$ cat config.mk
export PLATFORM = sky130hd
export DESIGN_NAME = bavg_div
export DESIGN_NICKNAME = d
export VERILOG_FILES = /design/src/sv/bavg_pkg.sv /design/src/sv/bavg_div.sv
export SDC_FILE = /design/constraint.sdc
export NUM_CORES = 1
export LEC_CHECK = 0
export BUFFER_PORTS_ARGS = -buffer_cell sky130_fd_sc_hd__buf_2
export CORE_MARGIN = 5
export CORE_UTILIZATION = 48
export DETAILED_ROUTE_END_ITERATION = 10
export GPL_ROUTABILITY_DRIVEN = 0
export GPL_TIMING_DRIVEN = 0
export MAX_ROUTING_LAYER = met4
export PLACE_DENSITY = 0.87
export SETUP_SLACK_MARGIN = 0.1
export SLEW_MARGIN = 30
export SYNTH_ARGS = -nofsm -noshare
export SYNTH_HDL_FRONTEND = slang
export SYNTH_SLANG_ARGS = --single-unit
export TNS_END_PERCENT = 5
$ cat constraint.sdc
create_clock -name clk -period 2.2 [get_ports clk]
set_input_delay 0.33 -clock clk [delete_from_list [all_inputs] [get_ports clk]]
set_output_delay 0.33 -clock clk [all_outputs]
set_load 0.01 [all_outputs]
$ cat src/sv/bavg_pkg.sv
// Shared widths, register indexes and control bundles for the block average downsampler.
package bavg_pkg;

  localparam int PIX_W     = 16;
  localparam int COORD_W   = 12;
  localparam int SUM_W     = 24;
  localparam int DIM_W     = 13;
  localparam int BS_W      = 5;
  localparam int OFS_W     = 4;
  localparam int SQ_W      = 9;
  localparam int MEM_DEPTH = 4096;
  localparam int MEM_AW    = $clog2(MEM_DEPTH);
  localparam int CFG_IDX_W = 2;
  localparam int MAX_BLOCK = 16;
  localparam int MAX_DIM   = 4096;
  localparam int DIV_CNT_W = $clog2(SUM_W);

  localparam logic [CFG_IDX_W-1:0] CFG_BLOCK_SIZE = CFG_IDX_W'(0);
  localparam logic [CFG_IDX_W-1:0] CFG_IMAGE_ROWS = CFG_IDX_W'(1);
  localparam logic [CFG_IDX_W-1:0] CFG_IMAGE_COLS = CFG_IDX_W'(2);

  localparam logic [BS_W-1:0]  RST_BLOCK_SIZE = BS_W'(2);
  localparam logic [DIM_W-1:0] RST_IMAGE_ROWS = DIM_W'(512);
  localparam logic [DIM_W-1:0] RST_IMAGE_COLS = DIM_W'(512);

  typedef struct packed {
    logic accept;
    logic acc;
    logic div_start;
    logic out_load;
  } bavg_cmd_t;

  typedef struct packed {
    logic emit;
  } bavg_sts_t;

endpackage

$ cat src/sv/bavg_div.sv
// Restoring unsigned divider, one quotient bit per cycle.
module bavg_div import bavg_pkg::*; (
  input  logic             clk,
  input  logic             rst_n,
  input  logic             start,
  input  logic [SUM_W-1:0] dividend,
  input  logic [SQ_W-1:0]  divisor,
  output logic             done,
  output logic [SUM_W-1:0] quotient
);

  logic [SUM_W-1:0]     quo_r;
  logic [SQ_W-1:0]      rem_r;
  logic [SQ_W-1:0]      den_r;
  logic [DIV_CNT_W-1:0] cnt_r;
  logic                 busy_r;
  logic                 done_r;

  logic [SQ_W:0]        shifted;
  logic                 ge;
  logic [SQ_W-1:0]      rem_nxt;

  assign shifted = {rem_r, quo_r[SUM_W-1]};
  assign ge      = shifted >= {1'b0, den_r};
  assign rem_nxt = ge ? SQ_W'(shifted - {1'b0, den_r}) : SQ_W'(shifted);

  always_ff @(posedge clk) begin
    if (!rst_n) begin
      busy_r <= 1'b0;
      done_r <= 1'b0;
      cnt_r  <= '0;
    end else if (start) begin
      quo_r  <= dividend;
      rem_r  <= '0;
      den_r  <= divisor;
      cnt_r  <= '0;
      busy_r <= 1'b1;
      done_r <= 1'b0;
    end else if (busy_r) begin
      quo_r <= {quo_r[SUM_W-2:0], ge};
      rem_r <= rem_nxt;
      cnt_r <= cnt_r + 1'b1;
      if (cnt_r == DIV_CNT_W'(SUM_W - 1)) begin
        busy_r <= 1'b0;
        done_r <= 1'b1;
      end
    end
  end

  assign done     = done_r;
  assign quotient = quo_r;

endmodule

; ---- Word level (Yosys, flattened, before mapping)
; Cells that the tools add are included.
[classes]
eq_ne = 1
n_mux = 7
reduce_logical = 5
magnitude_cmp = 1
n_addsub = 2
n_bitwise = 1
[ops]
columns = cell, n
row1 = 24-bit 2-to-1 mux, 2
row2 = 9-bit 2-to-1 mux, 2
row3 = 10-bit by 9-bit >= comparator with 1-bit output, 1
row4 = 9-bit subtractor, 1
row5 = 2-bit AND reduction, 3
row6 = 5-bit by 1-bit adder with 5-bit output (second input constant), 1
row7 = 5-bit equality test (second input constant), 1
row8 = 1-bit 2-to-1 mux, 3
row9 = 2-bit nonzero test, 1
row10 = 2-bit OR reduction, 1
row11 = 1-bit NOT, 1
[word_totals]
word_cells = 23
input_bits = 36
output_inout_bits = 25
regBits = 49

; ---- Logic depth before layout (Yosys ltp)
[depth]
word_depth = 4
depth_mapped = 10
depth_no_buf = 9

; ---- Least setup slack after synthesis
; Ideal clock, no wire load.
[synth_timing]
path_kind = register to register
startpoint = register quo_r[23] (netlist: quotient[23])
endpoint = register quo_r[0] (netlist: quotient[0]), data pin
path_stages_with_launch = 10
n_path_buf = 1
setup_time_ps = 260
path_slack_ps = -241
arrival_ps = 2181
synth_period_minus_slack_ps = 2441
required_time_ps = 1940
cell_sequence = edfxtp_1 -> inv_1 -> ha_1 -> inv_1 -> fa_1 -> a21o_1 -> a221oi_4 -> a31oi_4 -> buf_6 -> mux2_2
[synth_between]
elab_chain_cells = 3
[synth_lines]
columns = item, line
row1 = start: declaration, bavg_div.sv:12  ; logic [SUM_W-1:0] quo_r;
row2 = start signal: assignment, bavg_div.sv:33  ; quo_r <= dividend;
row3 = start signal: assignment, bavg_div.sv:40  ; quo_r <= {quo_r[SUM_W-2:0], ge};
row4 = 10-bit by 9-bit >= comparator with 1-bit output, bavg_div.sv:24  ; assign ge = shifted >= {1'b0, den_r};
row5 = 24-bit 2-to-1 mux, bavg_div.sv:39  ; end else if (busy_r) begin
row6 = 24-bit 2-to-1 mux, bavg_div.sv:32  ; end else if (start) begin
; No other way between the ends. The select of a mux whose other input is x is not followed.
; A chain may end at the register's enable or synchronous reset.

; ---- Worst setup path after layout
[layout_timing]
startpoint = register quo_r[23] (netlist: quotient[23])
endpoint = register rem_r[7], data pin
[layout_between]
elab_chain_cells = 3
elab_cells_between_ends = 4
classes_between = 1 x add/sub / 1 x order compare / 2 x mux
[layout_lines]
columns = item, line
row1 = 9-bit subtractor / 10-bit by 9-bit >= comparator with 1-bit output (equally long branches), "bavg_div.sv:25, bavg_div.sv:24"
row2 = 9-bit 2-to-1 mux (*), bavg_div.sv:25  ; assign rem_nxt = ge ? SQ_W'(shifted - {1'b0, den_r}) : SQ_W'(shifted);
row3 = 9-bit 2-to-1 mux (*), bavg_div.sv:39
row4 = end signal: assignment, bavg_div.sv:41  ; rem_r <= rem_nxt;
row5 = end: declaration, bavg_div.sv:13  ; logic [SQ_W-1:0] rem_r;
; Every way passes the cells marked *; elsewhere a longest branch is shown, timed or not. The select of a mux whose other input is x is not followed.

==> impl_metrics.csv <==
group,metric,value,unit
status,status,"finished, violations left",
status,violations,"setup timing",
grt,track_usage,0.154,
finish,synthToLayoutAreaGrowth,22.6,%
die,dieArea,6720,um2
routing,drt-initial-drc-count,138,
yosys,netlist_top_cells_area,"edfxtp_1 51%, mux2_2 11%, dfxtp_1 5.6%",
yosys,syn_nets,229,
timing,tightest_slew,817,ps
routing,wl_per_cell,14.8,um
cts,insertion_delay,310,ps
yosys,synth.yosys.seq_area_share,0.564,
routing,drtAntennaViolNets,0,
grt,grt_antenna_before_repair,0,
critical_path,crit_type,"flip-flop to flip-flop",
critical_path,arrival,2370,ps
timing,max_freq,431,MHz
yosys,post-synth-top-count-cell,"edfxtp_1",
grt,grt_max_degree,35,
power_and_ir_drop,peakVddDrop,486,uV
die,core-area,5070,um2
timing,rsz0062_at_grt,"yes",
yosys,ys_ff_latch,49,
yosys,yosysUniqueCellTypes,44,
cts,clockBufferDepth,2,
die,ios,61,
yosys,async_reset_ff_frac,0,
cts,hold_buffers,0,
yosys,avgSynthCellArea,13.7,um2
timing,fin_crit_sh,1.06,
finish,instances_no_fill,328,
routing,routed_via_density,5.13,
timing,setup_viol,10,
power_and_ir_drop,power,2200,uW
place,port_buffers,59,
die,fp.dieH,82.0,um
routing,firstDrtPassIters,4,
finish,drive_above_1_share,0.461,
timing,fin_skew,13.1,ps
power_and_ir_drop,p_int,1590,uW
die,start_util,0.490,
critical_path,start_kind,"flip-flop",
cts,cts-root-buf,"clkbuf_8",
critical_path,cpMostUsedCell,"inv_2",
power_and_ir_drop,p_seq_frac,0.511,
timing,fin_crit,2320,ps
routing,routed-via-count,1683,
job,drv_cap,0,
yosys,synth-edff-count,42,
finish,nets,304,
grt,grt_overflow,0,
finish,antenna_cells,0,
critical_path,crit_fanout,5,
critical_path,path_cells,"inv_2 > ha_4 > inv_2 > fa_2 > a21o_1 > a221oi_4 > a31oi_4 > buf_2 > o2111ai_1 > a21oi_1",
critical_path,critPathCaptureType,"flip-flop",
power_and_ir_drop,switching_share,0.277,
timing,slew_headroom,0.455,
critical_path,crit_path_top_delay_cell,"edfxtp_1",
yosys,synth_ff_type,"edfxtp_1",
place,place_ws,-343,ps
yosys,yosysTopAreaCell,"edfxtp_1",
critical_path,crit_path_max_incr_delay,410,ps
die,std_cell_rows,26,
power_and_ir_drop,leakage,0.00126,uW
grt,grt_pass1_wl,7.68,mm
grt,grt_pass1_vias,1725,
timing,worst_slack,-122,ps
critical_path,cp_data_required_time,2250,ps
power_and_ir_drop,combPwrFrac,0.246,
cts,numCtsBuffers,5,
cts,cts.sinks,49,
die,die_x,82.0,um
cts,clk_pin_slew,100,ps
timing,hold_viol_final,0,
place,dp_hpwl,3.54,mm
power_and_ir_drop,power_frac_clock,0.243,
place,dpl_cell_area,2870,um2
power_and_ir_drop,p_sw,609,uW
timing,finalMaxSlewViolations,0,
cts,h-tree-depth,2,
power_and_ir_drop,power_density,721,nW/um2
place,dp.cells,311,
yosys,ys_warn_count,0,
yosys,netlist_instances,182,
yosys,syn_area,2490,um2
timing,tns,-907,ps
worst_hold_path,min_path_type,"input port to flip-flop",
yosys,synth_top_area_share,0.507,
routing,wirelength,4.84,mm
yosys,synth_common_cells,"42 x edfxtp_1, 24 x mux2_2, 15 x nor2_1",
routing,drc,0,
cts,tritoncts,"yes",
finish,final_cell_area,3050,um2
[power by group through the flow]
stage	Combinational (uW)	Sequential [uW]	Clock, uW
global route	591	1130	592
floorplan	343	1150	0
CTS	524	1120	545
global placement	466	1140	0
detailed placement	481	1140	0
finish	541	1120	533
[worst max-delay path, delay by kind of cell, from the launching register on]
kind / cells / cell delay, ps
AO/OA/AOI/OAI: 5 / 870
adder cells (fa/ha/maj): 2 / 470
buffers and inverters: 3 / 310
flip-flops: 1 / 410
[registers in the layout, indices dropped and copies added (netlist names)]
| signal | count |
|---|---|
| busy_r | 1 |
| cnt_r | 5 |
| den_r | 9 |
| done | 1 |
| quotient | 24 |
| rem_r | 9 |
[kinds of logic (layout without fill, tap and decap cells)]
logic type	count (synthesis)	after routing	share of synthesized area
multiplexers	29	29	0.131
adder cells (fa/ha/maj)	11	11	0.0584
flip-flops	49	49	0.564
AO/OA/AOI/OAI	27	27	0.107
AND/OR/NAND/NOR	40	40	0.0835
XOR/XNOR	7	7	0.0247
buffers and inverters	19	95	0.0317
[per-layer routing]
| layer | share of wire | vias to the layer above | GRT usage |
|---|---|---|---|
| met5 | 0 | - | - |
| met4 | 0.012 | 0 | 0.0449 |
| met3 | 0.056 | 7 | 0.0428 |
| met2 | 0.50 | 47 | 0.246 |
| met1 | 0.44 | 809 | 0.192 |
| li1 | - | 820 | - |
[stage by stage]
step                       util  hold WS [ps]
after global routing      0.601           171
after global placement    0.566           458
after floorplan               -           429
after detailed placement  0.566           494
final                     0.601           189
after CTS                 0.595           183
[path summary, 6_finish.rpt]
path	slack (ps)	start	cells past startpoint	to
worst min register to register	510	done	2	done
worst min-delay path	190	divisor[7]	1	den_r[7]
worst max-delay path	-120	quotient[23]	10	rem_r[7]
worst max register to register	-120	quotient[23]	10	rem_r[7]
[layout make-up]
type / instances / area [um2]
buffer: 6 / 30.0
sequential: 49 / 1400
clock buffer: 5 / 68.8
multi-input combinational: 114 / 1030
inverter: 13 / 48.8
timing repair buffer: 68 / 364
fill: 430 / 2030
tap: 70 / 87.6
clock inverter: 3 / 21.3
[placed cells by master, fill, tap and decap left out, types with 2 or more instances in the layout]
master,count
or2_0,2
nand2b_1,2
a21o_1,3
mux2i_1,4
buf_6,2
mux2_2,24
edfxtp_1,42
nand2_1,5
dfxtp_1,7
or3_1,2
buf_4,7
xnor2_1,4
nor2b_1,2
buf_2,60
nand4_1,2
inv_1,11
clkbuf_8,5
inv_2,2
buf_1,2
xor2_1,3
a21oi_1,3
a211oi_2,2
nor2_1,15
o2111ai_1,2
ha_1,9
clkbuf_1,3
o21ai_0,4
nand3_1,3
[repair_timing]
item	CTS	global route
setup endpoints to repair	10	10
buffers inserted	7	1
gates resized for setup	3	3
pin swaps	6	4
gates cloned	0	1
Power figures use the tool's default switching activity.
