--- src/sv/bavg_pkg.sv ---
// Shared widths, register indexes and control bundles for the block average downsampler.
package bavg_pkg;

  localparam int PIX_W     = 16;
  localparam int COORD_W   = 12;
  localparam int SUM_W     = 24;
  localparam int DIM_W     = 13;
  localparam int BS_W      = 5;
  localparam int OFS_W     = 4;
  localparam int SQ_W      = 9;
  localparam int MEM_DEPTH = 4096;
  localparam int MEM_AW    = $clog2(MEM_DEPTH);
  localparam int CFG_IDX_W = 2;
  localparam int MAX_BLOCK = 16;
  localparam int MAX_DIM   = 4096;
  localparam int DIV_CNT_W = $clog2(SUM_W);

  localparam logic [CFG_IDX_W-1:0] CFG_BLOCK_SIZE = CFG_IDX_W'(0);
  localparam logic [CFG_IDX_W-1:0] CFG_IMAGE_ROWS = CFG_IDX_W'(1);
  localparam logic [CFG_IDX_W-1:0] CFG_IMAGE_COLS = CFG_IDX_W'(2);

  localparam logic [BS_W-1:0]  RST_BLOCK_SIZE = BS_W'(2);
  localparam logic [DIM_W-1:0] RST_IMAGE_ROWS = DIM_W'(512);
  localparam logic [DIM_W-1:0] RST_IMAGE_COLS = DIM_W'(512);

  typedef struct packed {
    logic accept;
    logic acc;
    logic div_start;
    logic out_load;
  } bavg_cmd_t;

  typedef struct packed {
    logic emit;
  } bavg_sts_t;

endpackage

--- src/sv/bavg_ctrl.sv ---
// Controller: sequences accept and accumulate per beat; divide and result load only for a beat that completes a block.
module bavg_ctrl import bavg_pkg::*; (
  input  logic      clk,
  input  logic      rst_n,
  input  logic      in_valid,
  output logic      in_stall,
  output logic      out_valid,
  input  logic      out_stall,
  input  bavg_sts_t sts,
  input  logic      div_done,
  output bavg_cmd_t cmd
);

  typedef enum logic [1:0] {
    S_IDLE,
    S_ACC,
    S_DIV
  } state_t;

  state_t state_r;
  logic   out_valid_r;
  logic   out_free;

  assign out_free = !out_valid_r || !out_stall;

  always_comb begin
    cmd.accept    = (state_r == S_IDLE) && in_valid;
    cmd.acc       = (state_r == S_ACC);
    cmd.div_start = (state_r == S_ACC) && sts.emit;
    cmd.out_load  = (state_r == S_DIV) && div_done && out_free;
  end

  always_ff @(posedge clk) begin
    if (!rst_n) begin
      state_r     <= S_IDLE;
      out_valid_r <= 1'b0;
    end else begin
      if (cmd.out_load) begin
        out_valid_r <= 1'b1;
      end else if (!out_stall) begin
        out_valid_r <= 1'b0;
      end
      unique case (state_r)
        S_IDLE: begin
          if (in_valid) begin
            state_r <= S_ACC;
          end
        end
        S_ACC: begin
          state_r <= sts.emit ? S_DIV : S_IDLE;
        end
        S_DIV: begin
          if (div_done && out_free) begin
            state_r <= S_IDLE;
          end
        end
        default: state_r <= S_IDLE;
      endcase
    end
  end

  assign in_stall  = (state_r != S_IDLE);
  assign out_valid = out_valid_r;

endmodule

--- config.mk ---
export PLATFORM = sky130hd
export DESIGN_NAME = bavg_ctrl
export DESIGN_NICKNAME = d
export VERILOG_FILES = /design/src/sv/bavg_pkg.sv /design/src/sv/bavg_ctrl.sv
export SDC_FILE = /design/constraint.sdc
export NUM_CORES = 1
export LEC_CHECK = 0
export ABC_AREA = 0
export BUFFER_PORTS_ARGS = -buffer_cell sky130_fd_sc_hd__clkbuf_2
export CORE_AREA = 3 3 40 42
export DETAILED_ROUTE_END_ITERATION = 8
export DIE_AREA = 0 0 43 45
export GPL_TIMING_DRIVEN = 0
export MAX_ROUTING_LAYER = met4
export PLACE_DENSITY = 0.38
export SETUP_SLACK_MARGIN = 0.4
export SYNTH_ARGS = -nofsm -noshare
export SYNTH_HDL_FRONTEND = slang
export SYNTH_SLANG_ARGS = --single-unit
--- constraint.sdc ---
create_clock -name clk -period 0.8 [get_ports clk]
set_input_delay 0.08 -clock clk [delete_from_list [all_inputs] [get_ports clk]]
set_output_delay 0.08 -clock clk [all_outputs]
set_load 0.005 [all_outputs]
## Word level (Yosys, flattened, before mapping)

Cells that the tools add are included.

- Register bits after elaboration: 3
- Output and inout port bits: 6
- Word-level logic and storage cells: 24

- Equality and inequality tests: 5
- Mux-type cells: 6
- Reduce and logical (&&, ||, !) cells: 11

Operators by type and width:

| kind | number |
|---|---|
| two-way mux 2 bit | 3 |
| case mux 2 bit (3 select lines) | 1 |
| logical AND 1 bit | 5 |
| != test 2 x 1 -> 1 bit (second input constant) | 2 |
| == test 2 x 1 -> 1 bit (second input constant) | 1 |
| == test 2 bit (second input constant) | 1 |
| logical NOT 1 bit | 2 |
| logical NOT 2 bit | 1 |
| two-way mux 1 bit | 2 |
| != test 2 bit (second input constant) | 1 |
| AND reduction 2 bit | 1 |
| nonzero test 2 bit | 1 |
| logical OR 1 bit | 1 |

## Depth between registers and ports, before layout

- Word-level depth: 5
- Gate-level depth with buffers: 2
- Depth with buffers taken out: 2

## Worst setup path before layout

Ideal clock, no wire load.

- Path kind: reg-to-output
- From: register state_r[0]
- To: output cmd[1] (netlist name)
- Arrival: 674 ps
- Data required time: 720 ps
- Setup slack: 46 ps
- Cell stages (with the launch flop): 3
- Path buffers: 0
- Cell sequence: dfxtp_1 -> nor2b_2 -> and2_1

RTL lines:

| what | line | text |
|---|---|---|
| from (decl) | bavg_ctrl.sv:20 | `state_t state_r;` |
| from (signal assigned) | bavg_ctrl.sv:50 | `state_r <= sts.emit ? S_DIV : S_IDLE;` |
| to (decl) | bavg_ctrl.sv:11 | `output bavg_cmd_t cmd` |

==> flow_summary.html <==
<table>
<tr><th>Metric</th><th>Value</th></tr>
<tr><th colspan="2">GRT</th></tr>
<tr><td>Antenna violations before repair</td><td>0</td></tr>
<tr><td>Total routing resource utilization after global routing</td><td>0.0643</td></tr>
<tr><td>Global-route wire length before repair</td><td>800 um</td></tr>
<tr><td>Vias in the first global route</td><td>184</td></tr>
<tr><td>Total congestion overflow</td><td>0</td></tr>
<tr><td>Maximum number of pins on one net before global-route repair</td><td>7</td></tr>
<tr><th colspan="2">Timing</th></tr>
<tr><td>Shortest clock period the worst path allows after layout</td><td>1.06 ns</td></tr>
<tr><td>Final TNS setup</td><td>-1.11 ns</td></tr>
<tr><td>Final-report setup violation count</td><td>6</td></tr>
<tr><td>Max-slew headroom at the worst pin</td><td>0.892</td></tr>
<tr><td>Worst Slack Setup Final</td><td>-0.264 ns</td></tr>
<tr><td>Hold Fails Final Rpt</td><td>0</td></tr>
<tr><td>Max Fclk</td><td>0.939 GHz</td></tr>
<tr><td>Max-slew violation count</td><td>0</td></tr>
<tr><td>RSZ-0062 raised after global routing</td><td>yes</td></tr>
<tr><td>Worst hold slack</td><td>0.107 ns</td></tr>
<tr><td>Final worst-path cycle share</td><td>1.33</td></tr>
<tr><td>Least-Margin Pin Slew</td><td>0.162 ns</td></tr>
<tr><td>Clk_skew</td><td>0.000906 ns</td></tr>
<tr><th colspan="2">Placement</th></tr>
<tr><td>Worst slack at placement</td><td>-0.0337 ns</td></tr>
<tr><td>Number of port buffers</td><td>11</td></tr>
<tr><td>Detailed-placement wirelength estimate</td><td>343 um</td></tr>
<tr><td>Gpl congestion</td><td>0.667</td></tr>
<tr><th colspan="2">Worst setup path</th></tr>
<tr><td>Arrival time of data at the critical path endpoint</td><td>0.98 ns</td></tr>
<tr><td>Critical R2R Launch</td><td>state_r[1]</td></tr>
<tr><td>Crit path max fanout</td><td>6</td></tr>
<tr><td>Critical Path Start Type</td><td>flip-flop</td></tr>
<tr><td>Endpoint of the worst-slack reg-to-reg timing path</td><td>state_r[0]</td></tr>
<tr><td>Maximum cell stage delay along the critical path</td><td>0.34 ns</td></tr>
<tr><td>CP endpoint kind</td><td>primary output</td></tr>
<tr><td>Max stage delay cell, worst path</td><td>dfxtp_2</td></tr>
<tr><td>Series of cell instances along the critical path</td><td>nand3b_1, a21oi_2, buf_2</td></tr>
<tr><td>Flop-to-flop setup slack</td><td>-0.05 ns</td></tr>
<tr><td>Crit. Startpoint</td><td>state_r[0]</td></tr>
<tr><td>Number of cells on the worst reg-to-reg path</td><td>3</td></tr>
<tr><td>Critical path type</td><td>reg -&gt; out</td></tr>
<tr><td>Data required time at the worst endpoint</td><td>0.72 ns</td></tr>
<tr><th colspan="2">Drt</th></tr>
<tr><td>DR iter-0 viols</td><td>0</td></tr>
<tr><td>Routed Antenna Nets</td><td>0</td></tr>
<tr><td>Drt wl/cell</td><td>9.02 um</td></tr>
<tr><td>Detailed-route via count</td><td>183</td></tr>
<tr><td>Count of TritonRoute iterations in the first routing pass</td><td>1</td></tr>
<tr><td>Post-detailed-route DRC marker count</td><td>0</td></tr>
<tr><td>Final WL</td><td>433 um</td></tr>
<tr><td>Via-to-Cell Ratio</td><td>3.81</td></tr>
<tr><th colspan="2">Clocking</th></tr>
<tr><td>Clock-pin transition on the worst setup and hold timing paths</td><td>0.03 ns</td></tr>
<tr><td>Max Buffers Root-to-Sink</td><td>2</td></tr>
<tr><td>Clock tree from TritonCTS</td><td>built</td></tr>
<tr><td>Buffer type at the clock tree root</td><td>clkbuf_4</td></tr>
<tr><td>H-tree levels</td><td>1</td></tr>
<tr><td>Clock sinks</td><td>3</td></tr>
<tr><td>Total CTS buffers</td><td>3</td></tr>
<tr><td>Clock insertion delay at the later pin of the skew report</td><td>0.23 ns</td></tr>
<tr><td>Post-cts hold buffer count</td><td>0</td></tr>
<tr><th colspan="2">Logic synthesis</th></tr>
<tr><td>Post-Syn Area per Cell</td><td>9.54 sq um</td></tr>
<tr><td>Post-synthesis cell type count</td><td>12</td></tr>
<tr><td>Netlist Area Pre-Place</td><td>153 sq um</td></tr>
<tr><td>Area share of the largest cell type after synthesis</td><td>0.393</td></tr>
<tr><td>Cell count after synthesis</td><td>16</td></tr>
<tr><td>Largest area contributor in the netlist</td><td>dfxtp_1</td></tr>
<tr><td>Share of synthesized area occupied by flip-flops and latches</td><td>0.393</td></tr>
<tr><td>Synth Net Count</td><td>22</td></tr>
<tr><td>Synthesis-stage register bit count</td><td>3</td></tr>
<tr><td>Number of warnings issued by yosys</td><td>0</td></tr>
<tr><td>Largest cells by area after synthesis</td><td>dfxtp_1 39%, nand3b_1 9.8%, and2_1 8.2%</td></tr>
<tr><th colspan="2">Floorplan</th></tr>
<tr><td>Effective utilization at floorplan</td><td>0.119</td></tr>
<tr><td>Die ar.</td><td>1940 sq um</td></tr>
<tr><td>Number of placement rows</td><td>13</td></tr>
<tr><td>Total core area</td><td>1280 sq um</td></tr>
<tr><td>Horizontal die dimension</td><td>43 um</td></tr>
<tr><td>Number of top-level pins</td><td>12</td></tr>
<tr><td>Height of the die</td><td>45 um</td></tr>
<tr><th colspan="2">Power</th></tr>
<tr><td>Leak</td><td>0.134 nW</td></tr>
<tr><td>Peak VDD IR</td><td>0.571 mV</td></tr>
<tr><td>Total Power Consumption</td><td>493 uW</td></tr>
<tr><td>Total power divided by cell area</td><td>1700 nW/um^2</td></tr>
<tr><th colspan="2">Final layout</th></tr>
<tr><td>Number of nets in the layout</td><td>40</td></tr>
<tr><td>Commonest non-fill, non-tap cell in the layout</td><td>clkbuf_2</td></tr>
<tr><td>Antenna diodes</td><td>0</td></tr>
<tr><td>Highest-count cells in the layout ignoring fill and taps</td><td>10 x clkbuf_2, 3 x clkbuf_4, 2 x nand3b_1, 2 x and2_1, 2 x dfxtp_2</td></tr>
<tr><td>Synthesis-to-layout area growth</td><td>90.2%</td></tr>
<tr><td>Proportion of layout cells with a drive suffix above 1</td><td>0.697</td></tr>
<tr><th colspan="2">Min path</th></tr>
<tr><td>Hold Crit Depth</td><td>2</td></tr>
<tr><td>Launch instance of the worst min-delay path</td><td>rst_n</td></tr>
<tr><td>Type of the tightest min-delay check</td><td>in -&gt; reg</td></tr>
<tr><td>Hold EP</td><td>state_r[0]</td></tr>
<tr><th colspan="2">Flow run</th></tr>
<tr><td>Number of maximum-capacitance violations</td><td>0</td></tr>
<tr><th colspan="2">Run status</th></tr>
<tr><td>Violated checks</td><td>negative setup slack</td></tr>
<tr><td>Outcome</td><td>complete, but fails checks</td></tr>
</table>
[worst max-delay path, delay by kind of cell, from the launching register on]
family / cells / cell delay [ns]
flops: 1 / 0.34
simple gates: 1 / 0.19
buf+inv: 1 / 0.12
compound gates: 1 / 0.11
[what timing repair did]
action / in CTS / in global routing
resized for setup: 3 / 1
gates cloned: 0 / 0
pin swaps: 5 / 0
setup endpoints to repair: 9 / 9
buffers inserted: 2 / 0
[registers in the layout, indices dropped and copies added, names as in the netlist]
register,count
state_r,2
out_valid,1
[per-stage QoR]
stage | area [sq um] | util | std cells
2_1_floorplan | 165 | - | 16
3_3_place_gp | 239 | 0.186 | 42
3_5_place_dp | 239 | 0.186 | 42
4_1_cts | 290 | 0.226 | 48
5_1_grt | 290 | 0.226 | 48
6_report | 290 | 0.226 | 48
[metal layers]
layer | vias up | wire, um | track usage | share of wire
met5 | - | 0 | - | 0
met1 | 77 | 192 | 0.0721 | 0.44
li1 | 90 | - | - | -
met3 | 0 | 90 | 0.0637 | 0.21
met2 | 16 | 150 | 0.0689 | 0.35
met4 | 0 | 0 | 0.0361 | 0
[synth_stat cells]
cell type / n
dfxtp_1: 3
and2_1: 2
nand3b_1: 2
a21boi_0: 1
a21boi_1: 1
a21oi_1: 1
nand2_1: 1
nand4b_1: 1
nor2b_2: 1
nor3b_2: 1
o21ai_1: 1
or2_1: 1
[power breakdown]
group,internal [mW],switching (mW)
sequential,0.155,0.00936
combinational,0.0434,0.0245
clock,0.187,0.0741
total,0.385,0.108
[worst max-delay path by stage]
stage                            end  slack, ns  cells after the start
after floorplan           state_r[0]       0.08                      2
after global placement        cmd[0]      -0.02                      3
after detailed placement      cmd[0]      -0.03                      3
after CTS                     cmd[0]      -0.29                      3
after global routing          cmd[0]      -0.35                      3
final                         cmd[0]      -0.26                      3
[area by class of cell]
type / count / area, sq um
repair buffers: 13 / 73.8
multi-input cells: 13 / 105
well taps: 15 / 18.8
flip-flops and latches: 3 / 66.3
clock buffers: 4 / 26.3
fillers: 142 / 995
[logic make-up after synthesis]
| group | synth area share |
|---|---|
| flip-flops | 0.393 |
| AND/OR/NAND/NOR | 0.443 |
| AO/OA/AOI/OAI | 0.164 |
Note: power is estimated with default switching activity, not from simulation.
